[src/rtl/quadratic_root_solver_top_defines.svh]
// ----------------------------------------------------------------------------
// Quadratic root solver assertion macros
// Shared concurrent assertion forms for the solver RTL.
// ----------------------------------------------------------------------------
`ifndef QUADRATIC_ROOT_SOLVER_TOP_DEFINES_SVH
`define QUADRATIC_ROOT_SOLVER_TOP_DEFINES_SVH

// checked outside reset
`define QRS_ASSERT(lbl, prop, msg) \
    lbl: assert property (@(posedge i_clk) disable iff (!i_rst_n) prop) else $error(msg);

// checked on every edge, reset included
`define QRS_ASSERT_ALWAYS(lbl, prop, msg) \
    lbl: assert property (@(posedge i_clk) prop) else $error(msg);

`endif

[src/rtl/qrs_pkg.sv]
// ----------------------------------------------------------------------------
// Quadratic root solver package
// Widths, payload beats and cell lane types shared by the solver RTL.
// ----------------------------------------------------------------------------
package qrs_pkg;

    localparam int COEFF_WIDTH   = 16;
    localparam int FRACTION_BITS = 16;
    localparam int ROOT_W        = 32;

    localparam int MAG_W  = COEFF_WIDTH;
    localparam int PROD_W = 2 * COEFF_WIDTH;
    localparam int DISC_W = 2 * COEFF_WIDTH + 1;
    localparam int RADN_W = DISC_W + 2 * FRACTION_BITS;
    localparam int SQ_W   = (RADN_W + 1) / 2;
    localparam int RAD_W  = 2 * SQ_W;
    localparam int SREM_W = SQ_W + 2;
    localparam int TB_W   = COEFF_WIDTH + FRACTION_BITS;
    localparam int T_W    = ((TB_W > SQ_W) ? TB_W : SQ_W) + 1;
    localparam int CQ_W   = COEFF_WIDTH + 2 * FRACTION_BITS + 1;
    localparam int NUM_W  = (CQ_W > T_W) ? CQ_W : T_W;
    localparam int DEN_W  = (T_W > MAG_W + 1) ? T_W : MAG_W + 1;
    localparam int CLIP_W = (NUM_W > ROOT_W) ? NUM_W : ROOT_W + 1;

    typedef struct packed {
        logic signed [COEFF_WIDTH-1:0] coeff_a;
        logic signed [COEFF_WIDTH-1:0] coeff_b;
        logic signed [COEFF_WIDTH-1:0] coeff_c;
    } t_coeffs;

    typedef struct packed {
        logic signed [ROOT_W-1:0] first_root;
        logic signed [ROOT_W-1:0] second_root;
        logic                     first_valid;
        logic                     second_valid;
        logic                     saturated;
    } t_roots;

    typedef struct packed {
        logic [RAD_W-1:0]  rad;
        logic [SREM_W-1:0] rem;
        logic [SQ_W-1:0]   root;
    } t_sqrt_lane;

    typedef struct packed {
        logic [NUM_W-1:0] num;
        logic [DEN_W-1:0] den;
        logic [DEN_W-1:0] rem;
        logic [NUM_W-1:0] quot;
    } t_div_lane;

endpackage

[src/rtl/qrs_sqrt_cell.sv]
// ----------------------------------------------------------------------------
// Square root cell
// One digit of a restoring integer square root: takes two radicand bits.
// ----------------------------------------------------------------------------
module qrs_sqrt_cell import qrs_pkg::*; (
    input  logic       i_clk,
    input  logic       i_en,
    input  t_sqrt_lane i_lane,
    output t_sqrt_lane o_lane
);

    t_sqrt_lane        r_lane;
    t_sqrt_lane        n_lane;
    logic [SREM_W-1:0] rem_s;
    logic [SREM_W-1:0] trial;

    always_comb begin
        rem_s      = {i_lane.rem[SREM_W-3:0], i_lane.rad[RAD_W-1 -: 2]};
        trial      = {i_lane.root, 2'b01};
        n_lane     = i_lane;
        n_lane.rad = i_lane.rad << 2;
        if (rem_s >= trial) begin
            n_lane.rem  = rem_s - trial;
            n_lane.root = {i_lane.root[SQ_W-2:0], 1'b1};
        end else begin
            n_lane.rem  = rem_s;
            n_lane.root = {i_lane.root[SQ_W-2:0], 1'b0};
        end
    end

    always_ff @(posedge i_clk) begin
        if (i_en) begin
            r_lane <= n_lane;
        end
    end

    assign o_lane = r_lane;

endmodule

[config.mk]
export PLATFORM = sky130hd
export DESIGN_NAME = qrs_sqrt_cell
export DESIGN_NICKNAME = d
export VERILOG_FILES = /design/src/rtl/quadratic_root_solver_top_defines.svh /design/src/rtl/qrs_pkg.sv /design/src/rtl/qrs_sqrt_cell.sv
export SDC_FILE = /design/constraint.sdc
export NUM_CORES = 1
export LEC_CHECK = 0
export ABC_CLOCK_PERIOD_IN_PS = 4530
export BUFFER_PORTS_ARGS = -buffer_cell sky130_fd_sc_hd__buf_2
export CORE_MARGIN = 4
export CORE_UTILIZATION = 45
export DETAILED_ROUTE_END_ITERATION = 6
export GPL_ROUTABILITY_DRIVEN = 0
export HOLD_SLACK_MARGIN = 0.1
export PLACE_DENSITY_LB_ADDON = 0.2
export REMOVE_ABC_BUFFERS = 1
export SETUP_SLACK_MARGIN = 0.02
export SLEW_MARGIN = 20
export SYNTH_ARGS = -nofsm -noshare
export SYNTH_HDL_FRONTEND = slang
export SYNTH_SLANG_ARGS = --single-unit
[constraint.sdc]
create_clock -name i_clk -period 4.53 [get_ports i_clk]
set_input_delay 0.453 -clock i_clk [delete_from_list [all_inputs] [get_ports i_clk]]
set_output_delay 0.453 -clock i_clk [all_outputs]
set_load 0.1 [all_outputs]
==> metrics <==
status completed; Post-synth EDFFs 132; drt wl/cell 17.6 um; final core utilization 60.7%; Worst-path clk slew 60 ps; IO Port Bufs 265; CP Launch Point i_lane[12]; cells after synthesis 527; Max IR drop VDD 0.310 mV; CTS resizes 0; Final Hold Fails 0; MaxCap Viol Count 0; Global Route Usage Sum 20.7%; WP data required 4680 ps; area grow syn2layout 30.4%; n_diodes 0; Fill cells 1,151; RSZ-0062 raised after global routing false; core area 0.0140 mm^2; Synth top area share 60.7%; synth top area cells edfxtp_1 (61%), ha_1 (6.7%), a21oi_1 (4.0%); Worst slew margin 38.9%; Post-route DRC 0; Final Worst Setup Slack 1660 ps; CP Data Arrival Time 3020 ps; Switching Share 41.0%; synth unique cells 63; 1st-iter DRT viols 275; Combinational Power Share 34.7%; Reg area 0.00396 mm^2; #FFs+latches synth 132; nets@finish 970; max reg flops 132; final setup violation count 0; die area 0.0165 mm^2; YS warnings 0; Setup crit end kind flip-flop; initial antenna violation count 1; final non-filler cell total 991; Most used DFF post-synth edfxtp_1; Initial Util 46.5%; most frequent cells after synthesis edfxtp_1 (132), a21oi_1 (52), inv_1 (44); CP Max Fanout 25; Post-Layout Inst Area 0.00852 mm^2; Worst Hold Class input pin to flip-flop; cell with the most instances after synthesis edfxtp_1; fin crit period 2870 ps; CP Capture Point o_lane[67]; post-DP HPWL 13,500 um; clock sinks 132; Total Routed Length 17,400 um; area of the multi-input gates 0.00229 mm^2; clock tree from TritonCTS done; Leakage 3.79 nW; vias in the first global route 5,160; share of post-route cells with drive strength above 1 39.1%; TNS Setup 0 ps; sequential element share of the synthesized area 60.7%; ANT nets after route 0; DIE WIDTH 128 um; Crit Path Class input pin to flip-flop; P per Cell Area 488 mW/mm^2; via count 5,143; Power Internal 2.45 mW; register share of total power 36.4%; pin count of the biggest net entering global routing 102; Pins Over Slew Limit 0; Vias/cell 5.19; Fin Hold WS 213 ps; DIE HEIGHT 128 um; pre-CTS WS 1230 ps; Ports 270; Async SR Flop Fraction 0%; Power Total 4.16 mW; # hold bufs at CTS 0; Cells after DPL 960; clock root buffer clkbuf_16; CTS buffer count 17; H-tree depth 4; post-CTS setup buffers 0; Setup crit start kind input pin; Switch Pwr 1.71 mW; Avg Synthesized Cell Area 12.4 um^2; clock buffer depth 2; Core Rows 43; first-pass GRT wire length 26,600 um; FMAX 349 MHz; global route overflow 0; DP Area 0.00800 mm^2; synthesized cell area 0.00653 mm^2; Worst-Margin Slew 916 ps; area leader, netlist edfxtp_1; clock share of power 28.9%; 1st-pass router iterations 5; fin crit share 63.3%
logic make-up (layout without fill, tap and decap cells):
family                   after synthesis  count (layout)  synth area share, %
flip-flops                           132             132                 60.7
XOR/XNOR                              27              27                 3.62
adder cells (fa/ha/maj)               35              35                 6.70
AND/OR/NAND/NOR                      124             124                 9.39
multiplexers                           1               1                0.172
AO/OA/AOI/OAI                        147             147                 15.0
other                                  1               2               0.0574
buffers and inverters                 60             343                 4.33
power groups by stage:
| stage | clock, mW | combinational, mW | sequential (mW) |
|---|---|---|---|
| 2_1_floorplan | 0 | 0.308 | 2.39 |
| 6_report | 1.20 | 1.44 | 1.51 |
| 4_1_cts | 1.23 | 1.45 | 1.52 |
| 5_1_grt | 1.30 | 1.51 | 1.52 |
| 3_3_place_gp | 0 | 1.43 | 1.54 |
| 3_5_place_dp | 0 | 1.44 | 1.54 |
how the worst min path moves through the flow:
stage | depth (start not counted) | slack [ps] | to | start
finish | 1 | 210 | o_lane[132] | i_lane[130]
global route | 1 | 190 | o_lane[131] | i_lane[129]
CTS | 1 | 190 | o_lane[126] | i_lane[124]
detailed placement | 1 | 630 | o_lane[130] | i_lane[128]
global placement | 1 | 630 | o_lane[96] | i_lane[94]
floorplan | 0 | 550 | o_lane[100] | i_lane[98]
cell usage in the layout, fill, tap and decap left out, drive strengths merged, types with 5 or more instances in the layout:
cell type,Yosys,final
a21boi,5,5
a21o,16,16
a21oi,54,54
a31oi,5,5
buf,12,268
clkbuf,4,20
clkinv,0,5
clkinvlp,0,5
edfxtp,132,132
ha,35,35
inv,44,45
nand2,36,36
nand3,10,10
nand4,9,9
nor2,33,33
nor3,10,10
o211ai,5,5
o21a,7,7
o21ai,27,27
o21bai,6,6
xnor2,16,16
xor2,11,11
critical path, cell delays in order:
cell,delay (ps)
buf_2,100
inv_1,40
ha_1,390
nand2_1,200
o21ai_0,200
a21oi_1,80
o211ai_2,270
a21oi_2,150
o31a_1,280
inv_1,370
buf_4,360
a21oi_1,110
final cells by class:
class                           count  area share, %
Sequential cell                   132           46.5
Multi-Input combinational cell    336           26.9
Timing Repair Buffer              268           15.9
Clock buffer                       20           5.13
Tap cell                          180           2.64
Inverter                           44           1.94
Clock inverter                     11          0.970
metal layers:
layer / vias to the layer above / routed length [um] / GRT usage, %
li1: 2509 / - / -
met1: 2409 / 6660 / 24.5
met2: 204 / 8830 / 35.7
met3: 19 / 1730 / 7.56
met4: 2 / 193 / 5.87
met5: - / 7 / 0
(Power assumes the default switching activity.)
