**src/rtl/quadratic_root_solver_top_defines.svh**
```systemverilog
// ----------------------------------------------------------------------------
// Quadratic root solver assertion macros
// Shared concurrent assertion forms for the solver RTL.
// ----------------------------------------------------------------------------
`ifndef QUADRATIC_ROOT_SOLVER_TOP_DEFINES_SVH
`define QUADRATIC_ROOT_SOLVER_TOP_DEFINES_SVH

// checked outside reset
`define QRS_ASSERT(lbl, prop, msg) \
    lbl: assert property (@(posedge i_clk) disable iff (!i_rst_n) prop) else $error(msg);

// checked on every edge, reset included
`define QRS_ASSERT_ALWAYS(lbl, prop, msg) \
    lbl: assert property (@(posedge i_clk) prop) else $error(msg);

`endif

```
**src/rtl/qrs_pkg.sv**
```systemverilog
// ----------------------------------------------------------------------------
// Quadratic root solver package
// Widths, payload beats and cell lane types shared by the solver RTL.
// ----------------------------------------------------------------------------
package qrs_pkg;

    localparam int COEFF_WIDTH   = 16;
    localparam int FRACTION_BITS = 16;
    localparam int ROOT_W        = 32;

    localparam int MAG_W  = COEFF_WIDTH;
    localparam int PROD_W = 2 * COEFF_WIDTH;
    localparam int DISC_W = 2 * COEFF_WIDTH + 1;
    localparam int RADN_W = DISC_W + 2 * FRACTION_BITS;
    localparam int SQ_W   = (RADN_W + 1) / 2;
    localparam int RAD_W  = 2 * SQ_W;
    localparam int SREM_W = SQ_W + 2;
    localparam int TB_W   = COEFF_WIDTH + FRACTION_BITS;
    localparam int T_W    = ((TB_W > SQ_W) ? TB_W : SQ_W) + 1;
    localparam int CQ_W   = COEFF_WIDTH + 2 * FRACTION_BITS + 1;
    localparam int NUM_W  = (CQ_W > T_W) ? CQ_W : T_W;
    localparam int DEN_W  = (T_W > MAG_W + 1) ? T_W : MAG_W + 1;
    localparam int CLIP_W = (NUM_W > ROOT_W) ? NUM_W : ROOT_W + 1;

    typedef struct packed {
        logic signed [COEFF_WIDTH-1:0] coeff_a;
        logic signed [COEFF_WIDTH-1:0] coeff_b;
        logic signed [COEFF_WIDTH-1:0] coeff_c;
    } t_coeffs;

    typedef struct packed {
        logic signed [ROOT_W-1:0] first_root;
        logic signed [ROOT_W-1:0] second_root;
        logic                     first_valid;
        logic                     second_valid;
        logic                     saturated;
    } t_roots;

    typedef struct packed {
        logic [RAD_W-1:0]  rad;
        logic [SREM_W-1:0] rem;
        logic [SQ_W-1:0]   root;
    } t_sqrt_lane;

    typedef struct packed {
        logic [NUM_W-1:0] num;
        logic [DEN_W-1:0] den;
        logic [DEN_W-1:0] rem;
        logic [NUM_W-1:0] quot;
    } t_div_lane;

endpackage

```
**src/rtl/qrs_div_cell.sv**
```systemverilog
// ----------------------------------------------------------------------------
// Divider cell
// One quotient bit of a restoring unsigned division.
// ----------------------------------------------------------------------------
module qrs_div_cell import qrs_pkg::*; (
    input  logic      i_clk,
    input  logic      i_en,
    input  t_div_lane i_lane,
    output t_div_lane o_lane
);

    t_div_lane      r_lane;
    t_div_lane      n_lane;
    logic [DEN_W:0] trial;
    logic [DEN_W:0] diff;
    logic           ge;

    always_comb begin
        trial       = {i_lane.rem, i_lane.num[NUM_W-1]};
        diff        = trial - {1'b0, i_lane.den};
        ge          = trial >= {1'b0, i_lane.den};
        n_lane      = i_lane;
        n_lane.num  = i_lane.num << 1;
        n_lane.rem  = ge ? diff[DEN_W-1:0] : trial[DEN_W-1:0];
        n_lane.quot = {i_lane.quot[NUM_W-2:0], ge};
    end

    always_ff @(posedge i_clk) begin
        if (i_en) begin
            r_lane <= n_lane;
        end
    end

    assign o_lane = r_lane;

endmodule

```
**config.mk**
```make
export PLATFORM = sky130hd
export DESIGN_NAME = qrs_div_cell
export DESIGN_NICKNAME = d
export VERILOG_FILES = /design/src/rtl/quadratic_root_solver_top_defines.svh /design/src/rtl/qrs_pkg.sv /design/src/rtl/qrs_div_cell.sv
export SDC_FILE = /design/constraint.sdc
export NUM_CORES = 1
export LEC_CHECK = 0
export CAP_MARGIN = 20
export CORE_AREA = 2 2 130 132
export DETAILED_ROUTE_END_ITERATION = 16
export DIE_AREA = 0 0 132 134
export DONT_BUFFER_PORTS = 1
export GPL_ROUTABILITY_DRIVEN = 0
export MAX_ROUTING_LAYER = met4
export PLACE_DENSITY = 0.64
export SYNTH_ARGS = -nofsm -noshare
export SYNTH_HDL_FRONTEND = slang
export SYNTH_SLANG_ARGS = --single-unit
export TNS_END_PERCENT = 100
```
**constraint.sdc**
```tcl
create_clock -name i_clk -period 4.7 [get_ports i_clk]
set_input_delay 0.94 -clock i_clk [delete_from_list [all_inputs] [get_ports i_clk]]
set_output_delay 0.94 -clock i_clk [all_outputs]
set_load 0.02 [all_outputs]
```
==> impl_metrics.toml, run 1 <==
[status]
status = "finished clean"

[global_routing]
grt_max_degree = 166
gr-usage-all-layers = 0.199
grt_first_pass_wirelength_um = 25200
grt_antenna_before_repair = 0
overflow = 0
first_global_vias = 4161

[cells_and_area]
final_common_cell = "edfxtp_1"
layout.nets = 748
antenna_cells = 0
final_cells = 778
layout_common_cells = "edfxtp_1 (165), nand2_1 (52), o21ai_0 (44)"
drive_above_1_share = 0.0824
largest_reg_flops = 165
final_util = 0.497
fill_cells = 1396
syn_to_final_growth_pct = 10.3
final_cell_area_um2 = 8090

[clock_tree]
cts_made_buffers = 17
clock-sinks = 165
clk_path_buf_depth = 2
cts_root_buf = "clkbuf_16"
postCtsHoldBufs = 0
cts_resized = 0
cts_setup_buffers = 0
cts_tree = "yes"
clk_pin_slew_ns = 0.07
h-tree-depth = 4

[logic_synthesis]
yosys.area.top_type = "edfxtp_1"
synth_cells = 546
yosys.area.top_type_share = 0.675
ys_seq_area_frac = 0.675
ys_top_cells_by_area = "edfxtp_1 (68%), ha_1 (5.8%), o21ai_0 (3.0%)"
synth_cell_type_count = 57
synthFlopType = "edfxtp_1"
syn_area_um2 = 7340
syn_area_per_cell_um2 = 13.4
ys_warn_count = 0
ys_ff_latch = 165
synth_edf_count = 165
synth-async-reset-ratio = 0
syn-num-nets = 749

[min_path]
hold_path.class = "input pin to register"

[timing]
hold_viol = 0
final_max_slew_viol_count = 0
rsz0062_at_grt = "no"
final.setup.tns_ns = 0
finalCritPeriodShare = 0.751
final-setup-viol-count = 0
whs_ns = 0.609
max_freq_mhz = 283
worst_slack_ns = 1.17
period_needed_ns = 3.53

[placement]
port_buffers = 0
place_ws_ns = 0.796
hpwl_um = 13200
placed_cells = 746
placed_area_um2 = 7510

[worst_setup_path]
worstPathArrival_ns = 3.71
critPathCaptureType = "register"
critPathMaxFanout = 4
worst_ep_required_time_ns = 4.88
worstSetupPathType = "input pin to register"
crit_path_start_kind = "input pin"

[power_and_ir_drop]
swShare = 0.289
comb_power_share = 0.088
power.share.clock = 0.362
pwr-share-seq = 0.550
ir_worst_vdd_mv = 0.220
p_leak_nw = 2.96
p_per_area_nw_per_um2 = 460
internal-power_mw = 2.65
p_switching_mw = 1.07
power_mw = 3.72

[floorplan]
dieArea_um2 = 17700
row_count = 47
floorplan.die.height_um = 134
core_area_um2 = 16300
die_w_um = 132
ioPinCount = 334
start_util = 0.450

[detailed_routing]
postRouteAntennaNets = 0
vias = 4323
first_pass_iters = 4
drc = 0
postRouteWirelength_um = 17600
viasPerCell = 5.56
drtIter0Drc = 204
wire_per_inst_um = 22.6

[flow_run]
drv_cap = 0
==> cells in the mapped netlist, types with 6 or more instances <==
cell type  instances
nand4_1            9
nor3_1             6
clkbuf_1           9
nand3_1            7
a21o_1            11
xor2_1            13
inv_1             41
nor2_1            22
nand2_1           52
edfxtp_1         165
xnor2_1           16
ha_1              34
o21ai_0           44
a21oi_1           32
==> worst max-delay path: stages <==
cell and delay (ns):
inv_1 0.03, ha_1 0.16, inv_1 0.06, fa_1 0.40
a21oi_1 0.24, o211ai_1 0.23, a211oi_2 0.46, o22ai_1 0.23
o2111ai_1 0.24, a41oi_1 0.16, or3_1 0.33, a31o_1 0.22
==> layout make-up <==
| cell class | count | area (µm²) | area share |
|---|---|---|---|
| timing repair buffer | 2 | 15.0 | 0.00186 |
| tap | 220 | 275 | 0.0340 |
| sequential | 165 | 4950 | 0.612 |
| clock buffer | 17 | 425 | 0.0526 |
| clock inverter | 15 | 156 | 0.0193 |
| multi-input combinational | 317 | 2110 | 0.261 |
| inverter | 42 | 158 | 0.0195 |
==> logic make-up after synthesis <==
group	count (synthesis)	synth area share
adder cells (fa/ha/maj)	35	0.0607
other	1	0.000511
buffers and inverters	64	0.0385
XOR/XNOR	29	0.0346
AO/OA/AOI/OAI	131	0.112
AND/OR/NAND/NOR	117	0.0726
multiplexers	4	0.00614
flip-flops	165	0.675
==> power groups by stage <==
stage,Combinational (mW),Clock [mW],Sequential [mW]
floorplan,0.268,0,2.04
global placement,0.319,0,2.08
detailed placement,0.323,0,2.08
CTS,0.327,1.38,2.05
global route,0.369,1.44,2.05
finish,0.328,1.35,2.05
==> layer usage <==
layer | up-vias | global-route usage | routed length, µm
met3 | 22 | 0.0729 | 1550
met2 | 203 | 0.338 | 9300
met1 | 2078 | 0.207 | 6360
met4 | 0 | 0.0894 | 373
li1 | 2020 | - | -
met5 | - | - | 0
==> worst paths after layout <==
path	start	end	depth (start not counted)
max	i_lane[165]	o_lane[81]$_DFFE_PP_	12
min	i_lane[92]	o_lane[92]$_DFFE_PP_	0
Power figures use the tool's default switching activity.
==> inputs of run 2 (changes only) <==
- PLACE_DENSITY: 0.64 -> 0.66
- clock period: 4.7 -> 3 ns (I/O delays scaled with it)
==> impl_metrics.toml, run 2 (synthesis gave the netlist of run 1 again) <==
[status]
status = "finished clean"

[detailed_routing]
wire_per_inst_um = 22.7
postRouteWirelength_um = 18800
drc = 0
vias = 4544
drtIter0Drc = 245
postRouteAntennaNets = 0
first_pass_iters = 4
viasPerCell = 5.49

[clock_tree]
cts_tree = "yes"
cts_made_buffers = 17
postCtsHoldBufs = 0
clk_pin_slew_ns = 0.07
h-tree-depth = 4
cts_resized = 0
cts_setup_buffers = 0
clk_path_buf_depth = 2
clock-sinks = 165
cts_root_buf = "clkbuf_16"

[floorplan]
floorplan.die.height_um = 134
core_area_um2 = 16300
dieArea_um2 = 17700
die_w_um = 132
start_util = 0.450
row_count = 47
ioPinCount = 334

[cells_and_area]
syn_to_final_growth_pct = 15.6
drive_above_1_share = 0.160
largest_reg_flops = 165
fill_cells = 1360
final_util = 0.521
final_common_cell = "edfxtp_1"
layout.nets = 797
regArea_um2 = 4950
multi_input_area_um2 = 2110
layout_common_cells = "edfxtp_1 (165), nand2_1 (52), buf_4 (50)"

[worst_setup_path]
path_buf_inv = 2
crit_path_cell_trace = "inv_1, ha_1, inv_1, fa_2, a21oi_2, o211ai_1, a211oi_2, o22ai_1, o2111ai_1, a41oi_1, or3_1, a31o_1"
max_stage_delay_ns = 0.37
crit_path_start_kind = "input pin"
cp_slowest_cell = "fa_2"
worstPathArrival_ns = 2.98
cp_common_cell = "inv_1"
critPathTopFamily = "compound AO/OA/AOI/OAI gates"
critPathCaptureType = "register"
critPathMaxFanout = 2
worstSetupPathType = "input pin to register"
worst_ep_required_time_ns = 3.17

[timing]
hold_viol = 0
final_max_slew_viol_count = 0
rsz0062_at_grt = "no"
finalCritPeriodShare = 0.937
period_needed_ns = 2.81
max_freq_mhz = 356
final-setup-viol-count = 0
final.setup.tns_ns = 0

[global_routing]
first_global_vias = 4565
grt_antenna_before_repair = 1
grt_first_pass_wirelength_um = 27400
gr-usage-all-layers = 0.215
overflow = 0
grt_max_degree = 166

[min_path]
hold_path.class = "input pin to register"

[power_and_ir_drop]
ir_worst_vdd_mv = 0.354
p_leak_nw = 3.20
p_per_area_nw_per_um2 = 700

[placement]
hpwl_um = 14400
port_buffers = 0

[flow_run]
drv_cap = 0
-- run 2: cell count changes in the layout (fill, tap and decap cells not counted), sizes merged --
cell,delta
buf,+49
diode,+1
-- run 2: where the power goes --
part / internal, mW / total, mW / switching (mW) / leakage, nW
sequential: 2.82 / 3.21 / 0.388 / 1.61
combinational: 0.283 / 0.611 / 0.328 / 1.30
clock: 1.11 / 2.12 / 1.01 / 0.285
total: 4.22 / 5.94 / 1.72 / 3.20
-- run 2: routing by layer --
| metal | global-route usage | wire, µm |
|---|---|---|
| met1 | 0.224 | 6950 |
| met2 | 0.377 | 9980 |
| met3 | 0.0775 | 1440 |
| met4 | 0.0731 | 413 |
| met5 | - | 0 |
-- run 2: layout make-up --
type / instances / share of cell area
well taps: 220 / 0.0325
multi-input cells: 317 / 0.249
flip-flops and latches: 165 / 0.584
repair buffers: 51 / 0.0466
inverters: 42 / 0.0186
clock buffers: 17 / 0.0502
clock inverters: 15 / 0.0184
diodes: 1 / 0.000295
-- run 2: through the flow --
step	setup slack, ns	area (µm²)	hold slack, ns	total power [mW]	cells
after floorplan	-0.00924	7340	0.699	3.62	546
after global placement	-0.163	7900	0.699	3.86	795
after detailed placement	-0.234	7900	0.699	3.87	795
after CTS	0.205	8480	0.246	6.01	827
after global routing	0.0573	8480	0.242	6.19	828
final	0.188	8480	0.267	5.94	828
-- run 2: path summary, 6_finish.rpt --
| path | startpoint | to | cells after the start |
|---|---|---|---|
| max | i_lane[165] | o_lane[81]$_DFFE_PP_ | 12 |
| min | i_lane[97] | o_lane[97]$_DFFE_PP_ | 0 |
==> inputs of run 3 (changes only) <==
- ABC_AREA: default -> 0
- PLACE_DENSITY: 0.66 -> 0.64
- clock period: 3 -> 3.5 ns (I/O delays scaled with it)
==> impl_metrics.toml, run 3 (synthesis gave the netlist of run 1 again) <==
[global_routing]
gr-usage-all-layers = 0.197
grt_antenna_before_repair = 1
overflow = 0
grt_max_degree = 166
grt_first_pass_wirelength_um = 25100
first_global_vias = 4293

[clock_tree]
cts_made_buffers = 17
cts_setup_buffers = 0
h-tree-depth = 4
cts_resized = 0
cts_tree = "yes"
clk_path_buf_depth = 2
cts_root_buf = "clkbuf_16"
postCtsHoldBufs = 0
clk_pin_slew_ns = 0.07
clock-sinks = 165

[cells_and_area]
syn_to_final_growth_pct = 11.6
layout.nets = 758
largest_reg_flops = 165
layout_common_cells = "edfxtp_1 (165), nand2_1 (52), o21ai_0 (44)"
fill_cells = 1388
final_cell_area_um2 = 8190
final_common_cell = "edfxtp_1"
drive_above_1_share = 0.0986

[placement]
port_buffers = 0
place_ws_ns = 0.0633
hpwl_um = 13200
placed_area_um2 = 7600

[floorplan]
dieArea_um2 = 17700
core_area_um2 = 16300
floorplan.die.height_um = 134
ioPinCount = 334
start_util = 0.450
row_count = 47
die_w_um = 132

[detailed_routing]
viasPerCell = 5.45
drtIter0Drc = 230
drc = 0
postRouteWirelength_um = 17400
wire_per_inst_um = 22.1
first_pass_iters = 4
postRouteAntennaNets = 0
vias = 4297

[worst_setup_path]
crit_path_start_kind = "input pin"
worst_ep_required_time_ns = 3.68
critPathCaptureType = "register"
crit_path_start = "i_lane[165]"
max_stage_delay_ns = 0.40
crit_path_cell_trace = "inv_1, ha_1, inv_1, fa_1, a21oi_1, o211ai_1, a211oi_2, o22ai_1, o2111ai_1, a41oi_1, or3_1, a31o_1"
cp_common_cell = "inv_1"
worstPathArrival_ns = 3.17
critPathMaxFanout = 4
cp_slowest_cell = "fa_1"
worstSetupPathType = "input pin to register"

[power_and_ir_drop]
power_mw = 5.01
ir_worst_vdd_mv = 0.373
p_per_area_nw_per_um2 = 612
p_leak_nw = 3.01

[timing]
rsz0062_at_grt = "no"
finalCritPeriodShare = 0.853
period_needed_ns = 2.99
worst_slack_ns = 0.514
final.setup.tns_ns = 0
final_max_slew_viol_count = 0
max_freq_mhz = 335
hold_viol = 0
final-setup-viol-count = 0

[min_path]
hold_start = "i_lane[94]"
hold_path.class = "input pin to register"

[flow_run]
drv_cap = 0

[status]
status = "finished clean"
run 3: cell types whose count changed in the layout (fill, tap and decap cells not counted):
cell / change
fa_1: +1
clkinv_8: +1
inv_8: -1
clkinvlp_4: +1
clkinv_2: -1
a21oi_1: +1
a21oi_2: -1
fa_2: -1
buf_4: -39
run 3: worst paths after layout:
path | slack (ns) | cells after the start | endpoint
worst max-delay path | 0.51 | 12 | o_lane[81]$_DFFE_PP_
worst min-delay path | 0.37 | 0 | o_lane[94]$_DFFE_PP_
run 3: metrics by stage:
stage                     hold WS, ns  utilization  std cells
after floorplan                 0.799            -        546
after global placement          0.799        0.466        756
after detailed placement        0.799        0.466        756
after CTS                       0.348        0.503        788
after global routing            0.339        0.503        789
final                           0.372        0.503        789
run 3: cell type report:
type                    instances  area (µm²)  share of cell area
well taps                     220         275              0.0336
flip-flops and latches        165        4950               0.605
multi-input cells             317        2110               0.257
repair buffers                 12         103              0.0125
diodes                          1        2.50            0.000306
inverters                      42         158              0.0192
clock buffers                  17         425              0.0519
clock inverters                15         164              0.0200
run 3: worst max-delay path: cells and delay by family:
kind                       cells  cell delay (ns)
buffers and inverters          2             0.09
AOI/OAI and AO/OA              7             1.47
and+or+nand+nor                1             0.32
adders and majority gates      2             0.56
run 3: routing by layer:
metal | global-route usage | part of all wire | vias up
met2 | 0.336 | 0.52 | 187
met3 | 0.0779 | 0.078 | 20
li1 | - | - | 2037
met1 | 0.207 | 0.38 | 2053
met5 | - | 0 | -
met4 | 0.0713 | 0.019 | 0
run 3: power by group:
group | internal [mW] | total (mW) | leakage (nW) | switching (mW)
Clock | 0.957 | 1.81 | 0.282 | 0.850
Sequential | 2.42 | 2.75 | 1.61 | 0.328
Combinational | 0.195 | 0.457 | 1.11 | 0.262
Total | 3.57 | 5.01 | 3.01 | 1.44
